==> config.mk <==
export PLATFORM = sky130hd
export DESIGN_NAME = dsp_status_message_parser
export DESIGN_NICKNAME = d
export VERILOG_FILES = /design/src/hdl/dspsmp_pkg.sv /design/src/hdl/dspsmp_store.sv /design/src/hdl/dsp_status_message_parser.sv
export SDC_FILE = /design/constraint.sdc
export NUM_CORES = 2
export LEC_CHECK = 0
export BUFFER_PORTS_ARGS = -buffer_cell sky130_fd_sc_hd__buf_2
export CAP_MARGIN = 10
export CORE_MARGIN = 3
export CORE_UTILIZATION = 45
export DETAILED_ROUTE_END_ITERATION = 7
export PLACE_DENSITY = 0.66
export SKIP_CTS_REPAIR_TIMING = 1
export SLEW_MARGIN = 20
export SYNTH_ARGS = -nofsm -noshare
export SYNTH_HDL_FRONTEND = slang
export SYNTH_HIERARCHICAL = 1
export SYNTH_SLANG_ARGS = --single-unit
==> constraint.sdc <==
create_clock -name clk -period 20.5 [get_ports clk]
set_input_delay 6.15 -clock clk [delete_from_list [all_inputs] [get_ports clk]]
set_output_delay 6.15 -clock clk [all_outputs]
set_load 0.01 [all_outputs]
==> src/hdl/dspsmp_pkg.sv <==
`timescale 1ns / 1ps
// ----------------------------------------------------------------------------
// dspsmp_pkg
// Shared types and codes of the dsp status message parser.
// ----------------------------------------------------------------------------
package dspsmp_pkg;

  // item opcodes (tuser on the input side)
  localparam logic [1:0] OP_PARSE      = 2'd0;
  localparam logic [1:0] OP_READ_METER = 2'd1;
  localparam logic [1:0] OP_READ_PARAM = 2'd2;

  // message types, bits 7..3 of the flag byte
  localparam logic [4:0] TYPE_MIXER   = 5'h01;
  localparam logic [4:0] TYPE_GAIN    = 5'h02;
  localparam logic [4:0] TYPE_PAN     = 5'h03;
  localparam logic [4:0] TYPE_FLAG    = 5'h04;
  localparam logic [4:0] TYPE_BALANCE = 5'h17;
  localparam logic [4:0] TYPE_WIDTH   = 5'h18;
  localparam logic [4:0] TYPE_METER   = 5'h1f;

  // update kinds (tuser on the output side)
  localparam logic [2:0] KIND_NONE  = 3'd0;
  localparam logic [2:0] KIND_MIXER = 3'd1;
  localparam logic [2:0] KIND_GAIN  = 3'd2;
  localparam logic [2:0] KIND_METER = 3'd7;

  // parameter tables
  localparam int TABLES = 5;
  localparam logic [2:0] TBL_GAIN    = 3'd0;
  localparam logic [2:0] TBL_PAN     = 3'd1;
  localparam logic [2:0] TBL_FLAG    = 3'd2;
  localparam logic [2:0] TBL_BALANCE = 3'd3;
  localparam logic [2:0] TBL_WIDTH   = 3'd4;

  // meter index mapping
  localparam logic [5:0] METER_BANK_OFFSET = 6'd20;

  typedef struct packed {
    logic       ok;
    logic [2:0] idx;
  } tbl_t;

  typedef struct packed {
    logic       updated;
    logic [2:0] kind;
    logic [1:0] mixer;
    logic [4:0] source;
    logic [5:0] slot;
    logic       dropped;
  } res_t;

  function automatic tbl_t tbl_of_type(input logic [4:0] t);
    tbl_t r;
    r.ok  = 1'b1;
    r.idx = TBL_GAIN;
    unique case (t)
      TYPE_GAIN:    r.idx = TBL_GAIN;
      TYPE_PAN:     r.idx = TBL_PAN;
      TYPE_FLAG:    r.idx = TBL_FLAG;
      TYPE_BALANCE: r.idx = TBL_BALANCE;
      TYPE_WIDTH:   r.idx = TBL_WIDTH;
      default:      r.ok  = 1'b0;
    endcase
    return r;
  endfunction

endpackage

==> src/hdl/dspsmp_store.sv <==
`timescale 1ns / 1ps
// ----------------------------------------------------------------------------
// dspsmp_store
// Byte store with one write port, one registered read port and a clearing
// sweep after reset.
// ----------------------------------------------------------------------------
module dspsmp_store #(
  parameter int DEPTH = 400,
  parameter int AW    = 9
) (
  input  logic          clk,
  input  logic          rst,
  input  logic          wr_en,
  input  logic [AW-1:0] wr_addr,
  input  logic [7:0]    wr_data,
  input  logic          rd_en,
  input  logic [AW-1:0] rd_addr,
  output logic [7:0]    rd_data,
  output logic          busy
);

  logic [7:0]    mem [DEPTH];
  logic [AW-1:0] clr_cnt;

  always_ff @(posedge clk) begin
    if (rst) begin
      busy    <= 1'b1;
      clr_cnt <= '0;
    end else if (busy) begin
      clr_cnt <= clr_cnt + 1'b1;
      if (clr_cnt == AW'(DEPTH - 1)) begin
        busy <= 1'b0;
      end
    end
  end

  // sweep owns the write port until every entry is zero
  always_ff @(posedge clk) begin
    if (busy) begin
      mem[clr_cnt] <= 8'd0;
    end else if (wr_en) begin
      mem[wr_addr] <= wr_data;
    end
  end

  always_ff @(posedge clk) begin
    if (rd_en) begin
      rd_data <= mem[rd_addr];
    end
  end

endmodule

==> src/hdl/dsp_status_message_parser.sv <==
`timescale 1ns / 1ps
// ----------------------------------------------------------------------------
// dsp_status_message_parser
// Decodes status messages of audio data blocks into mixer parameter and meter
// stores, and answers read items from those stores.
// ----------------------------------------------------------------------------
// One item is taken every cycle unless a store is being cleared or the output
// stalls. Taking an item decodes it against the mixer, source and type
// registers, writes the store and issues the read; the result then passes the
// decode register and the output register, which takes the registered read
// data of the store. Parse items never read a store, so an item that reads
// straight after a write sees the new byte. After reset both stores are swept
// to zero, one entry per cycle each, over max(MIXERS*5*SOURCES, METER_SLOTS)
// entries (400 by default); no item is taken then, configuration writes are.
module dsp_status_message_parser #(
  parameter int MIXERS      = 4,
  parameter int SOURCES     = 20,
  parameter int METER_SLOTS = 40
) (
  input  logic        clk,
  input  logic        rst,
  input  logic        cfg_valid,
  output logic        cfg_ready,
  input  logic        cfg_data,       // meter_index_quirk
  input  logic        s_axis_tvalid,
  output logic        s_axis_tready,
  // flag_byte[7:0], value_byte[15:8], byte_six[23:16], byte_seven[31:24],
  // read_table[34:32], read_mixer[36:35], read_source[41:37],
  // read_meter_slot[47:42]
  input  logic [47:0] s_axis_tdata,
  input  logic [1:0]  s_axis_tuser,   // opcode
  output logic        m_axis_tvalid,
  input  logic        m_axis_tready,
  // read_data[7:0], updated[8], update_mixer[10:9], update_source[15:11],
  // update_meter_slot[21:16], index_dropped[22], zero[23]
  output logic [23:0] m_axis_tdata,
  output logic [2:0]  m_axis_tuser    // update_kind
);

  localparam int PDEPTH = MIXERS * dspsmp_pkg::TABLES * SOURCES;
  localparam int PAW    = (PDEPTH > 1) ? $clog2(PDEPTH) : 1;
  localparam int MAW    = (METER_SLOTS > 1) ? $clog2(METER_SLOTS) : 1;

  typedef enum logic [1:0] {RD_NONE, RD_METER, RD_PARAM} rd_sel_t;

  // input fields
  logic [7:0] flag_byte, value_byte, byte_six, byte_seven;
  logic [2:0] read_table;
  logic [1:0] read_mixer, opcode;
  logic [4:0] read_source;
  logic [5:0] read_meter_slot;

  assign flag_byte       = s_axis_tdata[7:0];
  assign value_byte      = s_axis_tdata[15:8];
  assign byte_six        = s_axis_tdata[23:16];
  assign byte_seven      = s_axis_tdata[31:24];
  assign read_table      = s_axis_tdata[34:32];
  assign read_mixer      = s_axis_tdata[36:35];
  assign read_source     = s_axis_tdata[41:37];
  assign read_meter_slot = s_axis_tdata[47:42];
  assign opcode          = s_axis_tuser;

  // control state
  logic       meter_index_quirk;
  logic [4:0] last_type;
  logic       cur_mixer_ok;
  logic [2:0] cur_mixer;
  logic [5:0] cur_source;   // all ones after reset, wraps to zero

  // pipeline
  logic                s1_valid;
  dspsmp_pkg::res_t    s1_res;
  rd_sel_t             s1_rsel;
  logic                out_valid;
  dspsmp_pkg::res_t    out_res;
  logic [7:0]          out_rdata;
  logic                s1_move, in_fire, busy, p_busy, m_busy;

  // decode
  logic [4:0]       mtype;
  dspsmp_pkg::tbl_t tbl;
  logic [5:0]       src_next;
  logic             src_ok;
  logic [2:0]       sel_mixer;
  logic             sel_ok;
  logic [7:0]       meter_pos;
  logic [5:0]       meter_slot;
  logic             slot_ok;
  logic             p_rd_ok, m_rd_ok;

  dspsmp_pkg::res_t res;
  rd_sel_t          rsel;
  logic             p_wr_en, m_wr_en;
  logic [PAW-1:0]   p_wr_addr, p_rd_addr;
  logic [MAW-1:0]   m_wr_addr, m_rd_addr;
  logic [7:0]       p_rd_data, m_rd_data;

  // mixer select state update
  logic       set_mixer, set_source, set_type;

  assign busy          = p_busy || m_busy;
  assign cfg_ready     = 1'b1;
  assign s1_move       = s1_valid && (!out_valid || m_axis_tready);
  assign s_axis_tready = !busy && (!s1_valid || s1_move);
  assign in_fire       = s_axis_tvalid && s_axis_tready;

  assign mtype      = flag_byte[7:3];
  assign tbl        = dspsmp_pkg::tbl_of_type(mtype);
  assign src_next   = (mtype == last_type) ? cur_source + 6'd1 : 6'd0;
  assign src_ok     = int'(src_next) < SOURCES;
  assign sel_mixer  = value_byte[7:5];
  assign sel_ok     = int'(sel_mixer) < MIXERS;
  assign meter_pos  = meter_index_quirk ? byte_six : byte_seven;
  assign meter_slot = meter_pos[7] ? {1'b0, meter_pos[4:0]} + dspsmp_pkg::METER_BANK_OFFSET
                                   : {1'b0, meter_pos[4:0]};
  assign slot_ok    = int'(meter_slot) < METER_SLOTS;
  assign p_rd_ok    = (int'(read_table) < dspsmp_pkg::TABLES) &&
                      (int'(read_mixer) < MIXERS) && (int'(read_source) < SOURCES);
  assign m_rd_ok    = int'(read_meter_slot) < METER_SLOTS;

  assign p_wr_addr = PAW'((int'(cur_mixer) * dspsmp_pkg::TABLES + int'(tbl.idx)) * SOURCES
                          + int'(src_next));
  assign p_rd_addr = PAW'((int'(read_mixer) * dspsmp_pkg::TABLES + int'(read_table)) * SOURCES
                          + int'(read_source));
  assign m_wr_addr = MAW'(meter_slot);
  assign m_rd_addr = MAW'(read_meter_slot);

  always_comb begin
    res        = '0;
    rsel       = RD_NONE;
    p_wr_en    = 1'b0;
    m_wr_en    = 1'b0;
    set_mixer  = 1'b0;
    set_source = 1'b0;
    set_type   = 1'b0;
    case (opcode)
      dspsmp_pkg::OP_PARSE: begin
        if (mtype == dspsmp_pkg::TYPE_MIXER) begin
          res.kind = dspsmp_pkg::KIND_MIXER;
          if (sel_ok) begin
            set_mixer   = 1'b1;
            res.updated = 1'b1;
            res.mixer   = sel_mixer[1:0];
          end else begin
            res.dropped = 1'b1;
          end
        end else if (tbl.ok) begin
          res.kind = dspsmp_pkg::KIND_GAIN + tbl.idx;
          set_type = 1'b1;
          if (cur_mixer_ok && src_ok) begin
            p_wr_en     = 1'b1;
            set_source  = 1'b1;
            res.updated = 1'b1;
            res.mixer   = cur_mixer[1:0];
            res.source  = src_next[4:0];
          end else begin
            res.dropped = 1'b1;
          end
        end else if (mtype == dspsmp_pkg::TYPE_METER) begin
          res.kind = dspsmp_pkg::KIND_METER;
          if (slot_ok) begin
            m_wr_en     = 1'b1;
            res.updated = 1'b1;
            res.slot    = meter_slot;
          end else begin
            res.dropped = 1'b1;
          end
        end
      end
      dspsmp_pkg::OP_READ_METER: begin
        if (m_rd_ok) rsel = RD_METER;
        else res.dropped = 1'b1;
      end
      dspsmp_pkg::OP_READ_PARAM: begin
        if (p_rd_ok) rsel = RD_PARAM;
        else res.dropped = 1'b1;
      end
      default: ;
    endcase
  end

  always_ff @(posedge clk) begin
    if (rst) begin
      meter_index_quirk <= 1'b0;
    end else if (cfg_valid && cfg_ready) begin
      meter_index_quirk <= cfg_data;
    end
  end

  always_ff @(posedge clk) begin
    if (rst) begin
      last_type    <= '0;
      cur_mixer_ok <= 1'b0;
      cur_mixer    <= '0;
      cur_source   <= '1;
    end else if (in_fire) begin
      if (set_mixer) begin
        cur_mixer_ok <= 1'b1;
        cur_mixer    <= sel_mixer;
        cur_source   <= '0;
      end
      if (set_type) last_type <= mtype;
      if (set_source) cur_source <= src_next;
    end
  end

  // decode stage, store read data lands alongside it
  always_ff @(posedge clk) begin
    if (rst) begin
      s1_valid <= 1'b0;
    end else if (in_fire) begin
      s1_valid <= 1'b1;
    end else if (s1_move) begin
      s1_valid <= 1'b0;
    end
    if (in_fire) begin
      s1_res  <= res;
      s1_rsel <= rsel;
    end
  end

  // output register
  always_ff @(posedge clk) begin
    if (rst) begin
      out_valid <= 1'b0;
    end else if (s1_move) begin
      out_valid <= 1'b1;
    end else if (m_axis_tready) begin
      out_valid <= 1'b0;
    end
    if (s1_move) begin
      out_res <= s1_res;
      case (s1_rsel)
        RD_METER: out_rdata <= m_rd_data;
        RD_PARAM: out_rdata <= p_rd_data;
        default:  out_rdata <= 8'd0;
      endcase
    end
  end

  assign m_axis_tvalid = out_valid;
  assign m_axis_tdata  = {1'b0, out_res.dropped, out_res.slot, out_res.source,
                          out_res.mixer, out_res.updated, out_rdata};
  assign m_axis_tuser  = out_res.kind;

  dspsmp_store #(
    .DEPTH (PDEPTH),
    .AW    (PAW)
  ) u_param_store (
    .clk     (clk),
    .rst     (rst),
    .wr_en   (in_fire && p_wr_en),
    .wr_addr (p_wr_addr),
    .wr_data (value_byte),
    .rd_en   (in_fire && (rsel == RD_PARAM)),
    .rd_addr (p_rd_addr),
    .rd_data (p_rd_data),
    .busy    (p_busy)
  );

  dspsmp_store #(
    .DEPTH (METER_SLOTS),
    .AW    (MAW)
  ) u_meter_store (
    .clk     (clk),
    .rst     (rst),
    .wr_en   (in_fire && m_wr_en),
    .wr_addr (m_wr_addr),
    .wr_data (value_byte),
    .rd_en   (in_fire && (rsel == RD_METER)),
    .rd_addr (m_rd_addr),
    .rd_data (m_rd_data),
    .busy    (m_busy)
  );

  // nothing can reach the output while the stores are still being cleared
  a_idle_while_clearing: assert property (@(posedge clk) disable iff (rst)
    busy |-> (!s1_valid && !out_valid))
    else $error("result pending during store clearing");

  a_update_not_dropped: assert property (@(posedge clk) disable iff (rst)
    out_valid |-> !(out_res.updated && out_res.dropped))
    else $error("result both updated and dropped");

  a_read_no_update: assert property (@(posedge clk) disable iff (rst)
    (out_valid && out_rdata != 8'd0) |-> (!out_res.updated &&
                                          out_res.kind == dspsmp_pkg::KIND_NONE))
    else $error("read data on an update result");

  a_mixer_selected: assert property (@(posedge clk) disable iff (rst)
    (in_fire && set_mixer) |=> (cur_mixer_ok && cur_source == 6'd0))
    else $error("mixer select not taken");

endmodule

==> impl_metrics.ini <==
[critical_path]
cp_max_fo = 3
reg2reg_setup_slack_ps = 13860
cp.required_ps = 14350
worstSetupStartpointType = input port
worstRegToRegCells = 10
worstSetupEndpointType = primary output
r2r_start = u_param_store/busy$_SDFF_PP1_
worstReg2RegEnd = u_param_store/mem[14][4]$_DFFE_PP_
crit_type = in2out
cp.arrival_ps = 6720

[yosys]
yosysTopAreaCellShare = 0.750
yosysWarnings = 6
post-synth-top-area-cell = edfxtp_1
synth_edf_count = 3582
synth-main-ff-cell = edfxtp_1
synth-seq-cells = 3617
synth_cell_types = 93
synth_area_per_cell_um2 = 20.6
async_flop_share = 0
seq_area_frac_synth = 0.755
syn_inst = 6974
syn_area_um2 = 143000
ys_top_cells_by_area = edfxtp_1 (75%), mux4_2 (12%), mux2i_1 (2.1%)
synthesis.nets = 7080

[power_and_ir_drop]
pwr-share-comb = 0.135
power.internal_w = 0.0124
power_switching_share = 0.268
p_per_area_nw_per_um2 = 106
power.leakage_nw = 54.0
power.share.sequential = 0.474
p_clk_frac = 0.391
switchingPower_w = 0.00453
peakVddDrop_uv = 75.3

[sta]
relSlewSlack = 0.170
hold_viol_final = 0
tns_ps = 0
fmax_ghz = 0.0777
slew_violations = 0
timing.final.crit_share = 0.628
period_needed_ps = 12870
clock_skew_ps = 66.4
grt_setup_unrepaired = no
setup_viol = 0
worstMarginPinSlew_ps = 1230

[clocking]
cts_max_level = 5
cts_tree = done
path_clk_slew_ps = 60
cts-buffers-inserted = 366
clock-root-buffer = clkbuf_16
clockBufferDepth = 4
insertion_delay_ps = 940
cts_sinks = 3617

[job]
maxCapViolCount = 0

[cells_and_area]
area_delta_synth_final_pct = 11.4
fin_nets = 7267
drive_above_1_share = 0.217
fin_cells = 11600

[drt]
drc = 0
num_vias = 73100
dr.pass1.iters = 8
post_drt_wl_per_cell_um = 32.3
drtAntennaViolNets = 0
drt_iter0_drc = 10500
avgViaCountPerCell = 6.28
wl_um = 375000

[global_routing]
grt_max_degree = 227
antenna_found_initial = 23
grt_overflow_total = 0
grt_pass1_wl_um = 535000
grt_pass1_vias = 72000
grt.total_usage = 0.228

[worst_hold_path]
hold_path_depth = 0
hp-class = reg2reg
hold_end = m_axis_tuser[1]$_DFFE_PP_
min_from = s1_res[15]$_SDFFCE_PP0P_

[placement]
portBuffers = 76
dp.cells = 11000
dp_hpwl_um = 228000
gp_congestion = 0.865

[floorplanning]
dieArea_um2 = 325000
num_rows = 206
core_um2 = 316000
ios = 86
die_y_um = 570
initial_core_util = 0.454
die_width_um = 570

[run_status]
outcome = finished, final reports clean
[per-stage QoR]
step	total power (W)	hold WS [ps]	area, um^2	worst slack [ps]	util
after floorplan	0.00920	400	143000	6190	-
after global placement	0.0104	405	148000	7130	0.467
after detailed placement	0.0104	406	148000	7040	0.467
after CTS	0.0170	422	160000	7620	0.505
after global routing	0.0173	423	160000	7570	0.505
final	0.0169	420	160000	7630	0.505
[cells in the mapped netlist (14+ instances only)]
library cell	instances
buf_2	79
nand4_1	26
o221ai_1	38
o21ai_0	60
edfxtp_1	3582
nand2b_1	25
ha_1	44
dfxtp_1	35
nor2b_1	25
o22ai_1	66
nor2_1	558
a211oi_1	22
nand3_1	59
xor2_1	22
mux4_2	748
a31oi_1	18
buf_1	16
xnor2_1	19
a21oi_1	104
a221oi_1	23
nor3_1	44
a221oi_2	14
a22oi_1	110
inv_1	23
nand2_1	222
buf_6	81
clkbuf_1	125
mux4_1	63
nand3b_1	18
mux2_2	29
and2_1	31
a21o_1	14
mux2i_1	307
buf_4	76
a22o_1	28
[per-layer routing]
| layer | GRT usage | vias to the layer above | wire [um] |
|---|---|---|---|
| met5 | 0 | - | 84 |
| met4 | 0.0924 | 12 | 17200 |
| met3 | 0.0517 | 799 | 41000 |
| li1 | - | 29300 | - |
| met2 | 0.351 | 4194 | 174000 |
| met1 | 0.318 | 38800 | 143000 |
[power by group through the flow]
stage / Combinational [W] / Sequential [W] / Clock, W
2_1_floorplan: 0.00102 / 0.00818 / 0
3_3_place_gp: 0.00220 / 0.00818 / 0
3_5_place_dp: 0.00221 / 0.00818 / 0
4_1_cts: 0.00221 / 0.00803 / 0.00673
5_1_grt: 0.00228 / 0.00802 / 0.00704
6_report: 0.00229 / 0.00803 / 0.00663
[cell families after synthesis]
group                    count (synthesis)  synth area share
multiplexers                          1147             0.153
other                                    2         0.0000524
AND/OR/NAND/NOR                       1081            0.0333
flip-flops                            3617             0.755
adder cells (fa/ha/maj)                 50           0.00468
XOR/XNOR                                41           0.00250
buffers and inverters                  437            0.0211
AO/OA/AOI/OAI                          599            0.0305
[layout by cell type (no fill, tap or decap), types with 17 or more instances in the layout]
master and count:
nand2_1 205, nor2b_1 19, nand2b_1 24, xor2_1 21, inv_1 23, buf_2 73, nor2_1 551, a31oi_1 18
a22oi_1 110, clkbuf_16 368, and2_1 20, o22ai_1 66, ha_1 43, nor3_1 44, nand3_1 59, mux4_1 63
clkinv_1 93, mux2i_1 307, buf_4 139, bufinv_16 38, clkinv_2 63, clkbuf_1 68, mux4_2 748, xnor2_1 17
o21ai_0 60, dfxtp_1 35, o221ai_1 38, nand3b_1 18, a211oi_1 22, edfxtp_1 3582, a21oi_1 104, mux2_2 29
a22o_1 28, nand4_1 26, a221oi_1 23
[layout make-up]
type                    count  area, um^2
well taps                4160        5200
inverters                  27         111
diodes                     12        30.0
repair buffers            229        1750
fillers                 24700      156000
clock buffers             438        9490
clock inverters           237        2470
flip-flops and latches   3617      108000
multi-input cells        2920       32400
[how the worst max path moves through the flow]
| stage | start | end | slack, ps | cells past startpoint |
|---|---|---|---|---|
| 6_report | m_axis_tready | s_axis_tready | 7630 | 4 |
| 5_1_grt | m_axis_tready | s_axis_tready | 7570 | 4 |
| 4_1_cts | m_axis_tready | s_axis_tready | 7620 | 4 |
| 3_5_place_dp | s_axis_tdata[36] | u_param_store/rd_data[4]$_DFFE_PP_ | 7040 | 20 |
| 3_3_place_gp | s_axis_tdata[36] | u_param_store/rd_data[4]$_DFFE_PP_ | 7130 | 20 |
| 2_1_floorplan | m_axis_tready | u_param_store/mem[0][0]$_DFFE_PP_ | 6190 | 8 |
[state kept, by name (all words and copies together), names as in the netlist, 8 cells and up]
name and flops:
m_axis_tdata 15, u_meter_store/mem 320, u_param_store/mem 3200, s1_res 18
u_meter_store/rd_data 8, u_param_store/clr_cnt 9, u_param_store/rd_data 8, out_rdata 8
[critical path: stages]
cell	delay, ps
buf_2	100
nand3b_1	180
and2_1	160
buf_2	130
Note: power is estimated with default switching activity, not from simulation.
